File: src/psl_pkg.sv
// ----------------------------------------------------------------------------
// psl_pkg: shared types and constants of the punctuation and string lexer
// Holds the transaction structs, the token kind and error codes, the source
// character codes the lexer reacts to, and the default widths.
// ----------------------------------------------------------------------------
package psl_pkg;

	localparam int OFFSET_BITS_DEF = 16;
	localparam int LINE_BITS_DEF   = 16;

	// Depth of the result queue; it must hold at least two results.
	localparam int RESQ_DEPTH = 4;

	// Token kinds.
	localparam logic [4:0] K_LPAREN    = 5'd0;
	localparam logic [4:0] K_RPAREN    = 5'd1;
	localparam logic [4:0] K_LBRACE    = 5'd2;
	localparam logic [4:0] K_RBRACE    = 5'd3;
	localparam logic [4:0] K_COMMA     = 5'd4;
	localparam logic [4:0] K_DOT       = 5'd5;
	localparam logic [4:0] K_MINUS     = 5'd6;
	localparam logic [4:0] K_PLUS      = 5'd7;
	localparam logic [4:0] K_SEMICOLON = 5'd8;
	localparam logic [4:0] K_STAR      = 5'd9;
	localparam logic [4:0] K_SLASH     = 5'd10;
	localparam logic [4:0] K_BANG      = 5'd11;
	localparam logic [4:0] K_EQUAL     = 5'd13;
	localparam logic [4:0] K_GREATER   = 5'd15;
	localparam logic [4:0] K_LESS      = 5'd17;
	localparam logic [4:0] K_STRING    = 5'd19;
	localparam logic [4:0] K_ERROR     = 5'd20;
	localparam logic [4:0] K_EOF       = 5'd21;

	// Error codes.
	localparam logic [1:0] ERR_NONE       = 2'd0;
	localparam logic [1:0] ERR_UNTERM_STR = 2'd1;
	localparam logic [1:0] ERR_UNEXPECTED = 2'd2;

	// Source characters.
	localparam logic [7:0] CH_NUL       = 8'h00;
	localparam logic [7:0] CH_TAB       = 8'h09;
	localparam logic [7:0] CH_NEWLINE   = 8'h0A;
	localparam logic [7:0] CH_CR        = 8'h0D;
	localparam logic [7:0] CH_SPACE     = 8'h20;
	localparam logic [7:0] CH_BANG      = 8'h21;
	localparam logic [7:0] CH_QUOTE     = 8'h22;
	localparam logic [7:0] CH_LPAREN    = 8'h28;
	localparam logic [7:0] CH_RPAREN    = 8'h29;
	localparam logic [7:0] CH_STAR      = 8'h2A;
	localparam logic [7:0] CH_PLUS      = 8'h2B;
	localparam logic [7:0] CH_COMMA     = 8'h2C;
	localparam logic [7:0] CH_MINUS     = 8'h2D;
	localparam logic [7:0] CH_DOT       = 8'h2E;
	localparam logic [7:0] CH_SLASH     = 8'h2F;
	localparam logic [7:0] CH_SEMICOLON = 8'h3B;
	localparam logic [7:0] CH_LESS      = 8'h3C;
	localparam logic [7:0] CH_EQUAL     = 8'h3D;
	localparam logic [7:0] CH_GREATER   = 8'h3E;
	localparam logic [7:0] CH_LBRACE    = 8'h7B;
	localparam logic [7:0] CH_RBRACE    = 8'h7D;

	typedef struct packed {
		logic [7:0] ch;
		logic       at_end;
	} psl_in_t;

	typedef struct packed {
		logic [4:0]  kind;
		logic [15:0] start_offset;
		logic [15:0] length;
		logic [15:0] line_number;
		logic [1:0]  error_code;
		logic        last;
	} psl_res_t;

	// Up to two results written into the queue in one cycle.
	typedef struct packed {
		logic [1:0] cnt;
		psl_res_t   r0;
		psl_res_t   r1;
	} psl_push_t;

endpackage

File: src/psl_core.sv
// ----------------------------------------------------------------------------
// psl_core: lexer state and per-byte decode
// Updates the scanner state for each accepted byte and forms the zero, one
// or two tokens that the byte decides, in order.
// ----------------------------------------------------------------------------
module psl_core import psl_pkg::*; #(
	parameter int OFFSET_BITS = OFFSET_BITS_DEF,
	parameter int LINE_BITS   = LINE_BITS_DEF
) (
	input  logic      clk,
	input  logic      arst_n,
	input  logic      fire,
	input  psl_in_t   item,
	output psl_push_t push
);

	localparam int CW = (OFFSET_BITS + 1 > 16) ? OFFSET_BITS + 1 : 16;

	typedef enum logic [2:0] {
		M_IDLE, M_SLASH, M_OP, M_LINE, M_BLOCK, M_STRING
	} mode_t;

	mode_t                  mode_q, mode_n;
	logic [4:0]             pend_q, pend_n;
	logic                   star_q, star_n;
	logic [OFFSET_BITS-1:0] pos_q, pos_n, ts_q, ts_n, pos_inc;
	logic [LINE_BITS-1:0]   line_q, line_n, line_inc;
	logic [15:0]            len_cur, len_inc;
	logic                   eos;
	logic                   p_v, m_v, e_v;
	psl_res_t               p_r, m_r, e_r;

	function automatic logic [15:0] sat16(input logic [CW-1:0] v);
		return (v > CW'(16'hFFFF)) ? 16'hFFFF : 16'(v);
	endfunction

	function automatic psl_res_t mk(input logic [4:0] k, input logic [15:0] st,
			input logic [15:0] ln, input logic [1:0] er, input logic [15:0] lc);
		psl_res_t r;
		r.kind         = k;
		r.start_offset = st;
		r.length       = ln;
		r.line_number  = lc;
		r.error_code   = er;
		r.last         = 1'b0;
		return r;
	endfunction

	assign pos_inc  = (pos_q == '1) ? pos_q : pos_q + 1'b1;
	assign line_inc = (line_q == '1) ? line_q : line_q + 1'b1;
	assign len_cur  = sat16(CW'(pos_q) - CW'(ts_q));
	assign len_inc  = sat16(CW'(pos_q) + CW'(1) - CW'(ts_q));
	assign eos      = item.at_end | (item.ch == CH_NUL);

	always_comb begin
		logic  done;
		mode_t eff;
		done   = 1'b0;
		eff    = mode_q;
		mode_n = mode_q;
		pend_n = pend_q;
		star_n = star_q;
		pos_n  = pos_q;
		ts_n   = ts_q;
		line_n = line_q;
		p_v    = 1'b0;
		m_v    = 1'b0;
		e_v    = 1'b0;
		p_r    = mk(K_SLASH, 16'(ts_q), len_cur, ERR_NONE, 16'(line_q));
		m_r    = p_r;
		e_r    = mk(K_EOF, 16'(pos_q), 16'd0, ERR_NONE, 16'(line_q));

		// A held slash or operator is settled by this byte first.
		if (mode_q == M_SLASH) begin
			if (!eos && (item.ch == CH_SLASH || item.ch == CH_STAR)) begin
				mode_n = (item.ch == CH_SLASH) ? M_LINE : M_BLOCK;
				star_n = 1'b0;
				pos_n  = pos_inc;
				done   = 1'b1;
			end else begin
				p_v = 1'b1;
				eff = M_IDLE;
			end
		end else if (mode_q == M_OP) begin
			p_v = 1'b1;
			if (!eos && item.ch == CH_EQUAL) begin
				p_r    = mk(pend_q + 5'd1, 16'(ts_q), len_inc, ERR_NONE, 16'(line_q));
				mode_n = M_IDLE;
				pend_n = 5'd0;
				pos_n  = pos_inc;
				done   = 1'b1;
			end else begin
				p_r    = mk(pend_q, 16'(ts_q), len_cur, ERR_NONE, 16'(line_q));
				pend_n = 5'd0;
				eff    = M_IDLE;
			end
		end

		if (!done) begin
			if (eos) begin
				if (eff == M_STRING) begin
					m_v = 1'b1;
					m_r = mk(K_ERROR, 16'(ts_q), len_cur, ERR_UNTERM_STR, 16'(line_q));
				end
				e_v    = 1'b1;
				mode_n = M_IDLE;
				pend_n = 5'd0;
				star_n = 1'b0;
				pos_n  = '0;
				ts_n   = '0;
				line_n = LINE_BITS'(1);
			end else begin
				mode_n = eff;
				unique case (eff)
					M_LINE: begin
						if (item.ch == CH_NEWLINE) begin
							line_n = line_inc;
							mode_n = M_IDLE;
						end
					end
					M_BLOCK: begin
						if (item.ch == CH_NEWLINE) line_n = line_inc;
						if (star_q && item.ch == CH_SLASH) mode_n = M_IDLE;
						star_n = (item.ch == CH_STAR);
					end
					M_STRING: begin
						if (item.ch == CH_NEWLINE) line_n = line_inc;
						if (item.ch == CH_QUOTE) begin
							m_v    = 1'b1;
							m_r    = mk(K_STRING, 16'(ts_q), len_inc, ERR_NONE, 16'(line_q));
							mode_n = M_IDLE;
						end
					end
					default: begin
						mode_n = M_IDLE;
						m_r    = mk(K_ERROR, 16'(pos_q), 16'd1, ERR_NONE, 16'(line_q));
						case (item.ch)
							CH_SPACE, CH_TAB, CH_CR: ;
							CH_NEWLINE: line_n = line_inc;
							default: begin
								ts_n = pos_q;
								m_v  = 1'b1;
								case (item.ch)
									CH_LPAREN:    m_r.kind = K_LPAREN;
									CH_RPAREN:    m_r.kind = K_RPAREN;
									CH_LBRACE:    m_r.kind = K_LBRACE;
									CH_RBRACE:    m_r.kind = K_RBRACE;
									CH_COMMA:     m_r.kind = K_COMMA;
									CH_DOT:       m_r.kind = K_DOT;
									CH_MINUS:     m_r.kind = K_MINUS;
									CH_PLUS:      m_r.kind = K_PLUS;
									CH_SEMICOLON: m_r.kind = K_SEMICOLON;
									CH_STAR:      m_r.kind = K_STAR;
									CH_SLASH: begin
										m_v    = 1'b0;
										mode_n = M_SLASH;
									end
									CH_BANG, CH_EQUAL, CH_GREATER, CH_LESS: begin
										m_v    = 1'b0;
										mode_n = M_OP;
										case (item.ch)
											CH_BANG:    pend_n = K_BANG;
											CH_EQUAL:   pend_n = K_EQUAL;
											CH_GREATER: pend_n = K_GREATER;
											default:    pend_n = K_LESS;
										endcase
									end
									CH_QUOTE: begin
										m_v    = 1'b0;
										mode_n = M_STRING;
									end
									default:      m_r.error_code = ERR_UNEXPECTED;
								endcase
							end
						endcase
					end
				endcase
				pos_n = pos_inc;
			end
		end
	end

	// Pack the candidates in order; at most two are ever valid together.
	always_comb begin
		push.r0 = p_v ? p_r : (m_v ? m_r : e_r);
		push.r1 = p_v ? (m_v ? m_r : e_r) : e_r;
		push.cnt = fire ? (2'(p_v) + 2'(m_v) + 2'(e_v)) : 2'd0;
		push.r0.last = (push.cnt == 2'd1);
		push.r1.last = 1'b1;
	end

	always_ff @(posedge clk or negedge arst_n) begin
		if (!arst_n) begin
			mode_q <= M_IDLE;
			pend_q <= 5'd0;
			star_q <= 1'b0;
			pos_q  <= '0;
			ts_q   <= '0;
			line_q <= LINE_BITS'(1);
		end else if (fire) begin
			mode_q <= mode_n;
			pend_q <= pend_n;
			star_q <= star_n;
			pos_q  <= pos_n;
			ts_q   <= ts_n;
			line_q <= line_n;
		end
	end

endmodule

File: src/psl_resq.sv
// ----------------------------------------------------------------------------
// psl_resq: token result queue
// Small register queue that takes up to two tokens per cycle and hands one
// per cycle to the output channel while it is ready.
// ----------------------------------------------------------------------------
module psl_resq import psl_pkg::*; (
	input  logic      clk,
	input  logic      arst_n,
	input  psl_push_t push,
	output logic      room,
	output logic      valid,
	input  logic      ready,
	output psl_res_t  data
);

	localparam int PW = $clog2(RESQ_DEPTH);
	localparam int CNW = $clog2(RESQ_DEPTH + 1);

	psl_res_t         slot_q [RESQ_DEPTH];
	logic [PW-1:0]    head_q, tail_q;
	logic [CNW-1:0]   count_q;
	logic             pop;

	assign valid = (count_q != '0);
	assign data  = slot_q[head_q];
	assign pop   = valid & ready;
	// Room for the worst case of two tokens from one byte.
	assign room  = (count_q <= CNW'(RESQ_DEPTH - 2));

	always_ff @(posedge clk) begin
		if (push.cnt != 2'd0) slot_q[tail_q] <= push.r0;
		if (push.cnt == 2'd2) slot_q[tail_q + PW'(1)] <= push.r1;
	end

	always_ff @(posedge clk or negedge arst_n) begin
		if (!arst_n) begin
			head_q  <= '0;
			tail_q  <= '0;
			count_q <= '0;
		end else begin
			if (pop) head_q <= head_q + PW'(1);
			tail_q  <= tail_q + PW'(push.cnt);
			count_q <= count_q + CNW'(push.cnt) - CNW'(pop);
		end
	end

endmodule

File: src/punctuation_string_lexer.sv
// ----------------------------------------------------------------------------
// punctuation_string_lexer: streaming punctuation and string scanner
// Output: a token decided by a byte is offered from the result queue registers.
// Throughput: one source byte per cycle while the queue has room; a byte may yield up to two tokens.
// Reset: arst_n sets the scanner to line one, offset zero, and empties the queue.
// ----------------------------------------------------------------------------
module punctuation_string_lexer import psl_pkg::*; #(
	parameter int OFFSET_BITS = OFFSET_BITS_DEF,
	parameter int LINE_BITS   = LINE_BITS_DEF
) (
	input  logic     clk,
	input  logic     arst_n,
	input  logic     byte_valid,
	output logic     byte_ready,
	input  psl_in_t  byte_item,
	output logic     tok_valid,
	input  logic     tok_ready,
	output psl_res_t tok_item
);

	// The scanner state sits in the core and is updated in the same cycle in
	// which a byte transaction completes. The tokens that the byte decides are
	// written straight into the result queue, which registers them and parts
	// the byte side from the token side.
	//
	// The byte side is ready whenever the queue can take two more tokens, so
	// a stall on the token side only throttles bytes once the queue fills.
	// Ready does not depend on tok_ready combinationally.

	logic      fire;
	logic      room;
	psl_push_t push;

	assign byte_ready = room;
	assign fire       = byte_valid & byte_ready;

	// Scanner: mode, held operator, comment star flag, offset and line count.
	psl_core #(
		.OFFSET_BITS (OFFSET_BITS),
		.LINE_BITS   (LINE_BITS)
	) u_core (
		.clk    (clk),
		.arst_n (arst_n),
		.fire   (fire),
		.item   (byte_item),
		.push   (push)
	);

	// Result queue: absorbs the second token of a byte and any output stall.
	psl_resq u_resq (
		.clk    (clk),
		.arst_n (arst_n),
		.push   (push),
		.room   (room),
		.valid  (tok_valid),
		.ready  (tok_ready),
		.data   (tok_item)
	);

endmodule

File: config.mk
export PLATFORM = sky130hd
export DESIGN_NAME = punctuation_string_lexer
export DESIGN_NICKNAME = d
export VERILOG_FILES = /design/src/psl_pkg.sv /design/src/psl_core.sv /design/src/psl_resq.sv /design/src/punctuation_string_lexer.sv
export SDC_FILE = /design/constraint.sdc
export NUM_CORES = 1
export LEC_CHECK = 0
export BUFFER_PORTS_ARGS = -buffer_cell sky130_fd_sc_hd__buf_4
export CAP_MARGIN = 10
export CORE_MARGIN = 2
export CORE_UTILIZATION = 30
export CTS_BUF_LIST = sky130_fd_sc_hd__clkbuf_4
export DETAILED_ROUTE_END_ITERATION = 10
export PLACE_DENSITY = 0.49
export SLEW_MARGIN = 10
export SYNTH_ARGS = -nofsm -noshare
export SYNTH_HDL_FRONTEND = slang
export SYNTH_SLANG_ARGS = --single-unit
File: constraint.sdc
create_clock -name clk -period 5.35 [get_ports clk]
set_input_delay 0.2675 -clock clk [delete_from_list [all_inputs] [get_ports clk]]
set_output_delay 0.2675 -clock clk [all_outputs]
set_load 0.03 [all_outputs]
==> results of run 1 <==
[state kept, by name, indices dropped and copies added (netlist names)]
register and count:
u_core.line_q 16, u_core.mode_q 3, u_core.pend_q 5, u_core.pos_q 16, u_core.star_q 1, u_core.ts_q 16, u_resq.count_q 3, u_resq.head_q 2
u_resq.slot_q 224, u_resq.tail_q 2
[cell usage after synthesis (all sizes together) (30+ instances only)]
cell / n / area, um^2
nand2: 104 / 395
a21oi: 73 / 369
edfxtp: 220 / 6610
ha: 40 / 500
dfrtp: 63 / 1580
nor2: 127 / 558
xnor2: 30 / 263
and2: 72 / 450
mux4: 56 / 1260
inv: 61 / 229
o21ai: 59 / 322
clkbuf: 65 / 244
nand3: 32 / 165
a22o: 69 / 604
[how the worst max path moves through the flow]
stage	from	endpoint	slack, ps
after floorplan	u_core.mode_q[2]	u_resq.slot_q[2][12]	750
after global placement	byte_item[5]	u_resq.slot_q[1][49]	670
after detailed placement	byte_item[5]	u_resq.slot_q[1][46]	600
after CTS	u_core.mode_q[0]	u_resq.slot_q[0][49]	620
after global routing	u_core.mode_q[0]	u_resq.slot_q[0][48]	370
final	u_core.mode_q[0]	u_resq.slot_q[0][49]	640
[kinds of logic (layout without fill, tap and decap cells)]
logic type | count (synthesis) | count (layout)
flops | 288 | 288
simple gates | 472 | 472
other cells | 0 | 4
mux | 63 | 63
xor+xnor | 54 | 54
compound gates | 332 | 332
buf+inv | 146 | 327
fa+ha+maj | 56 | 56
[final cells by class]
| type | count | share of cell area (%) |
|---|---|---|
| Antenna cell | 4 | 0.0531 |
| Timing Repair Buffer | 118 | 4.86 |
| Sequential cell | 288 | 44.0 |
| Clock buffer | 132 | 5.25 |
| Tap cell | 696 | 4.62 |
| Clock inverter | 16 | 0.670 |
| Multi-Input combinational cell | 977 | 39.4 |
| Inverter | 61 | 1.21 |
[where the power goes]
part / internal, W / switching, W / total (W)
registers: 0.00277 / 0.000356 / 0.00312
logic: 0.00212 / 0.00346 / 0.00558
clock network: 0.00121 / 0.000959 / 0.00217
[through the flow]
step | instances | instance area (um^2) | hold WS (ps) | setup slack, ps
floorplan | 1411 | 16300 | -28.1 | 754
global placement | 2133 | 17700 | 466 | 674
detailed placement | 2133 | 17700 | 476 | 605
CTS | 2288 | 18900 | 17.8 | 623
global route | 2291 | 18900 | 66.4 | 368
finish | 2292 | 18900 | 113 | 641
[routing by layer]
layer | global-route usage (%) | wire length, um
met4 | 4.35 | 718
met1 | 21.9 | 20400
met5 | 0 | 0
met2 | 28.1 | 22700
met3 | 3.02 | 2310
[worst min-delay path, stage by stage]
cell and delay [ps]:
sky130_fd_sc_hd__buf_4 160, sky130_fd_sc_hd__nand3_1 180, sky130_fd_sc_hd__nor2_1 60, sky130_fd_sc_hd__nand4_1 60, sky130_fd_sc_hd__o21ai_0 80
[timing repair]
action                                 CTS  global route
hold buffers                             7             0
endpoints found under the hold margin   71             0
setup buffers                            0             0
==> results_dict.tcl, run 1 <==
set metrics [dict create \
    run_status "completed" \
    antenna_found_initial 2 \
    timing.critical_path.buf_inv 0 \
    placer_s_final_routability_congestion_estimate 0.843 \
    achievable-frequency_ghz 0.212 \
    crit_path_max_fanout 16 \
    synth-compound-area-share_pct 14.2 \
    yosys.area_share.xor_xnor_pct 2.91 \
    yosysSeqAreaShare_pct 51.0 \
    ys_types 86 \
    place.port_buffers 70 \
    post-dp-hpwl_um 31500 \
    layout-drive-gt1-share_pct 21.7 \
    worstPathRequired_ps 5940 \
    dr_drc_count 0 \
    hold_path.class "input port to flop" \
    r2r-start "u_core.mode_q[0]" \
    flow.area_growth_from_synthesis_pct 15.9 \
    leakagePower_nw 7.08 \
    hp-start "byte_item[5]" \
    die-area_um2 56100 \
    synth_edf_count 220 \
    timing_max_transition_violations_final 0 \
    netlist_area_um2 16300 \
    cts-buffers-inserted 82 \
    fin_nets 1597 \
    postSynth.asyncResetShare_pct 22.2 \
    yosysWarningCount 0 \
    synth.mux.area_fraction_pct 8.20 \
    synth_adder_area_share_pct 5.05 \
    synthFlopType "sky130_fd_sc_hd__edfxtp_1" \
    report.final.hold_viol_count 0 \
    max-slew-margin-rel_pct 26.7 \
    design.core.area_um2 53700 \
    critical_path.slowest_cell "sky130_fd_sc_hd__fa_1" \
    setup_viol 0 \
    layout_min_cycle_time_ps 4710 \
    peakVddDrop_mv 0.254 \
    hold_end "u_core.pend_q[2]" \
    cts_root_buf "sky130_fd_sc_hd__clkbuf_4" \
    wl_um 46200 \
    global_route_wire_length_before_repair_um 71800 \
    max-cap-violations 0 \
    layout_worst_path_cycle_share_pct 88.0 \
    synth_top_family_by_area "simple AND/OR/NAND/NOR gates" \
    clk_transition_reported_paths_ps 60 \
    synth-simple-area-share_pct 15.2 \
    cell_depth_of_the_worst_setup_path 10 \
    dieHeight_um 237 \
    worst_slew_pin_slew_ps 1100 \
    layout_commonest_cell "sky130_fd_sc_hd__edfxtp_1" \
    cts_sinks 288 \
    power.density_nw_per_um2 576 \
    detailedRoute.firstIterationViolations 858 \
    tritoncts_clock_tree "yes" \
    cp_slowest_stage_delay_ps 750 \
    seq_area_um2 8290 \
    worstRegToRegCells 10 \
    n_fill_cell 5265 \
    dr.pass1.iters 5 \
    route.vias.total 11913 \
    io_pins 71 \
    number_of_buffers_on_the_longest_clock_path 3 \
    worst_path_dominant_cell_family "simple AND/OR/NAND/NOR gates" \
    synth_cells 1411 \
    first_global_vias 11970 \
    timing.critical_path.cells "or3b_2, nor4_2, nor3_1, o21ai_4, nand2_2, fa_1, nor2_1, or3_1, o21ai_2, a22o_1" \
    cts-resized-gates 0 \
    clkLatencyLatePin_ps 750 \
    worst-setup-path-type "flop to flop" \
    antenna_violation_net_count_after_detailed_routing 0 \
    overflow_left_after_global_routing 0 \
    die_width_um 237 \
    synth_seq_cells 288 \
    synth.avg_cell_area_um2 11.5 \
    clock_skew_ps 53.1 \
    highest_count_cells_in_the_layout_ignoring_fill_and_taps "sky130_fd_sc_hd__edfxtp_1, sky130_fd_sc_hd__clkbuf_4, sky130_fd_sc_hd__nor2_1" \
    setup_tns_ps 0 \
    drt-wirelength-per-cell_um 20.1 \
    worstPathArrival_ps 5300 \
    hold_path_depth 5 \
    worstReg2RegEnd "u_resq.slot_q[0][49]" \
    num_rows 85 \
    floorplan.initialDensity_pct 30.3 \
    startpoint_type "flop" \
    post-layout-total-power_w 0.0109 \
    cts_max_level 3 \
    reg2reg_setup_slack_ps 640 \
    area_used_by_multi_input_combinational_logic_um2 7420 \
    endpoint_kind "flop" \
    nets_in_the_synthesized_netlist 1480 \
    final_core_util_pct 35.1 \
    grtUsageTotal_pct 16.6 \
    viasPerCell 5.20 \
    maximum_number_of_pins_on_one_net_before_global_route_repair 65 \
    unrepaired_setup_endpoints_after_global_routing "no" \
]
No activity file was read; power rests on OpenSTA's default activity.
==> run 2, diff against run 1 <==
CELL_PAD_IN_SITES_DETAIL_PLACEMENT = 0   (was not set)
CELL_PAD_IN_SITES_GLOBAL_PLACEMENT = 1   (was not set)
CORE_MARGIN = 5   (was 2)
PLACE_DENSITY = 0.57   (was 0.49)
==> results_dict.tcl, run 2 (synthesis results as in run 1) <==
set metrics [dict create \
    setup_viol 0 \
    global_route_wire_length_before_repair_um 74000 \
    flow.area_growth_from_synthesis_pct 15.6 \
    startpoint_type "flop" \
    overflow_left_after_global_routing 0 \
    max-slew-margin-rel_pct 34.3 \
    worst-setup-path-type "flop to flop" \
    dr.pass1.iters 5 \
    unrepaired_setup_endpoints_after_global_routing "no" \
    drt-wirelength-per-cell_um 21.2 \
    placer_s_final_routability_congestion_estimate 0.857 \
    timing_max_transition_violations_final 0 \
    post-dp-hpwl_um 33900 \
    leakagePower_nw 7.03 \
    register_name_with_the_most_flops "u_resq.slot_q" \
    highest_count_cells_in_the_layout_ignoring_fill_and_taps "sky130_fd_sc_hd__edfxtp_1, sky130_fd_sc_hd__nor2_1, sky130_fd_sc_hd__clkbuf_4" \
    fin_nets 1598 \
    cts-resized-gates 0 \
    die-area_um2 59000 \
    place_ws_ps 481 \
    achievable-frequency_ghz 0.199 \
    power.switching_w 0.00483 \
    clock_power_share_pct 18.2 \
    grtUsageTotal_pct 16.1 \
    n_fill_cell 5453 \
    clkLatencyLatePin_ps 810 \
    run_status "completed" \
    post-layout-total-power_w 0.0107 \
    layout_commonest_cell "sky130_fd_sc_hd__edfxtp_1" \
    place.port_buffers 70 \
    largest_register_ff_count 224 \
    hold_path_depth 5 \
    clock_skew_ps 89.4 \
    worst_slew_pin_slew_ps 986 \
    tritoncts_clock_tree "yes" \
    route.vias.total 12009 \
    detailedRoute.firstIterationViolations 800 \
    hold_path.class "input port to flop" \
    layout-drive-gt1-share_pct 21.1 \
    finish.cell_count_without_fillers 2286 \
    power.density_nw_per_um2 570 \
    antenna_violation_net_count_after_detailed_routing 0 \
    first_global_vias 12067 \
    maximum_number_of_pins_on_one_net_before_global_route_repair 65 \
    dieHeight_um 243 \
    peakVddDrop_mv 0.252 \
    num_rows 85 \
    viasPerCell 5.25 \
    floorplan.initialDensity_pct 30.2 \
    cts_sinks 288 \
    antenna_found_initial 3 \
    die_width_um 243 \
    endpoint_kind "flop" \
    intPower_w 0.00589 \
    clk_transition_reported_paths_ps 60 \
    pnr_worst_setup_slack_ps 317 \
    layout_min_cycle_time_ps 5030 \
    worstPathArrival_ps 5630 \
    wl_um 48500 \
    place_area_um2 17700 \
    crit_path_max_fanout 16 \
    dpl.cell_count 2133 \
    layout_worst_path_cycle_share_pct 94.1 \
    worstPathRequired_ps 5950 \
    worstRegToRegCells 10 \
    final_design_area_no_fill_um2 18800 \
    number_of_buffers_on_the_longest_clock_path 3 \
    report.final.hold_viol_count 0 \
    dr_drc_count 0 \
    design.core.area_um2 53800 \
    combinationalPowerShare_pct 52.6 \
    cts_root_buf "sky130_fd_sc_hd__clkbuf_4" \
    io_pins 71 \
    setup_tns_ps 0 \
    power_frac_seq_pct 29.2 \
    power.share.switching_pct 45.1 \
    cts-buffers-inserted 79 \
    cts_max_level 3 \
    max-cap-violations 0 \
]
run 2: changes by cell type in the layout (fill, tap and decap cells not counted), moves of 3 or more:
cell / before / now
sky130_fd_sc_hd__clkbuf_4: 132 / 118
sky130_fd_sc_hd__clkinv_2: 0 / 4
sky130_fd_sc_hd__dlygate4sd3_1: 7 / 11
sky130_fd_sc_hd__nand2_2: 5 / 2
sky130_fd_sc_hd__nand2_4: 1 / 4
run 2: metrics by stage:
stage                     hold WS (ps)  utilization [%]
after floorplan                  -28.1                -
after global placement             478             32.9
after detailed placement           472             32.9
after CTS                         4.84             34.9
after global routing              27.6             34.9
final                             77.8             34.9
run 2: final cells by class:
| type | count | area, um^2 | area share, % |
|---|---|---|---|
| antenna | 4 | 10.0 | 0.0532 |
| tap | 696 | 871 | 4.63 |
| inverter | 61 | 229 | 1.22 |
| clock buffer | 118 | 886 | 4.71 |
| sequential | 288 | 8290 | 44.1 |
| multi-input combinational | 977 | 7440 | 39.6 |
| clock inverter | 20 | 90.1 | 0.479 |
| timing repair buffer | 122 | 981 | 5.22 |
run 2: power by group through the flow:
stage               Sequential [W]  Clock (W)  Combinational (W)
global route               0.00319    0.00213            0.00609
finish                     0.00313    0.00195            0.00564
floorplan                  0.00293          0            0.00394
global placement           0.00318          0            0.00564
CTS                        0.00315    0.00202            0.00567
detailed placement         0.00319          0            0.00563
run 2: repair_timing:
| action | 4_1_cts | 5_1_grt |
|---|---|---|
| hold buffers | 11 | 0 |
| buffers inserted | 0 | 0 |
| endpoints found under the hold margin | 72 | 0 |
run 2: path summary, 6_finish.rpt:
kind | from | end | slack, ps
min in group asynchronous | arst_n | u_core.star_q | 140
hold reg to reg | u_resq.count_q[2] | u_resq.count_q[2] | 500
setup reg to reg | u_core.mode_q[1] | u_resq.slot_q[1][38] | 320
setup / recovery | u_core.mode_q[1] | u_resq.slot_q[1][38] | 320
max in group asynchronous | arst_n | u_resq.head_q[0] | 4490
hold / removal | byte_item[0] | u_core.pos_q[14] | 80
run 2: worst max-delay path, cell delays in order, from the launching register on:
cell                       delay, ps
sky130_fd_sc_hd__dfrtp_1         570
sky130_fd_sc_hd__or3b_2          590
sky130_fd_sc_hd__nor4_2          500
sky130_fd_sc_hd__nor3_1          170
sky130_fd_sc_hd__o21ai_4         150
sky130_fd_sc_hd__nand2_2         170
sky130_fd_sc_hd__fa_1            700
sky130_fd_sc_hd__nor2_1          150
sky130_fd_sc_hd__nand3b_1        560
sky130_fd_sc_hd__o21ai_2         960
sky130_fd_sc_hd__a22o_1          260
run 2: metal layers:
layer / share of wire [%] / vias up / track usage (%)
met5: 0.027 / - / 0
met4: 1.4 / 2 / 4.34
met3: 5.1 / 59 / 2.93
met2: 47 / 339 / 26.2
met1: 46 / 5996 / 22.5
li1: - / 5613 / -
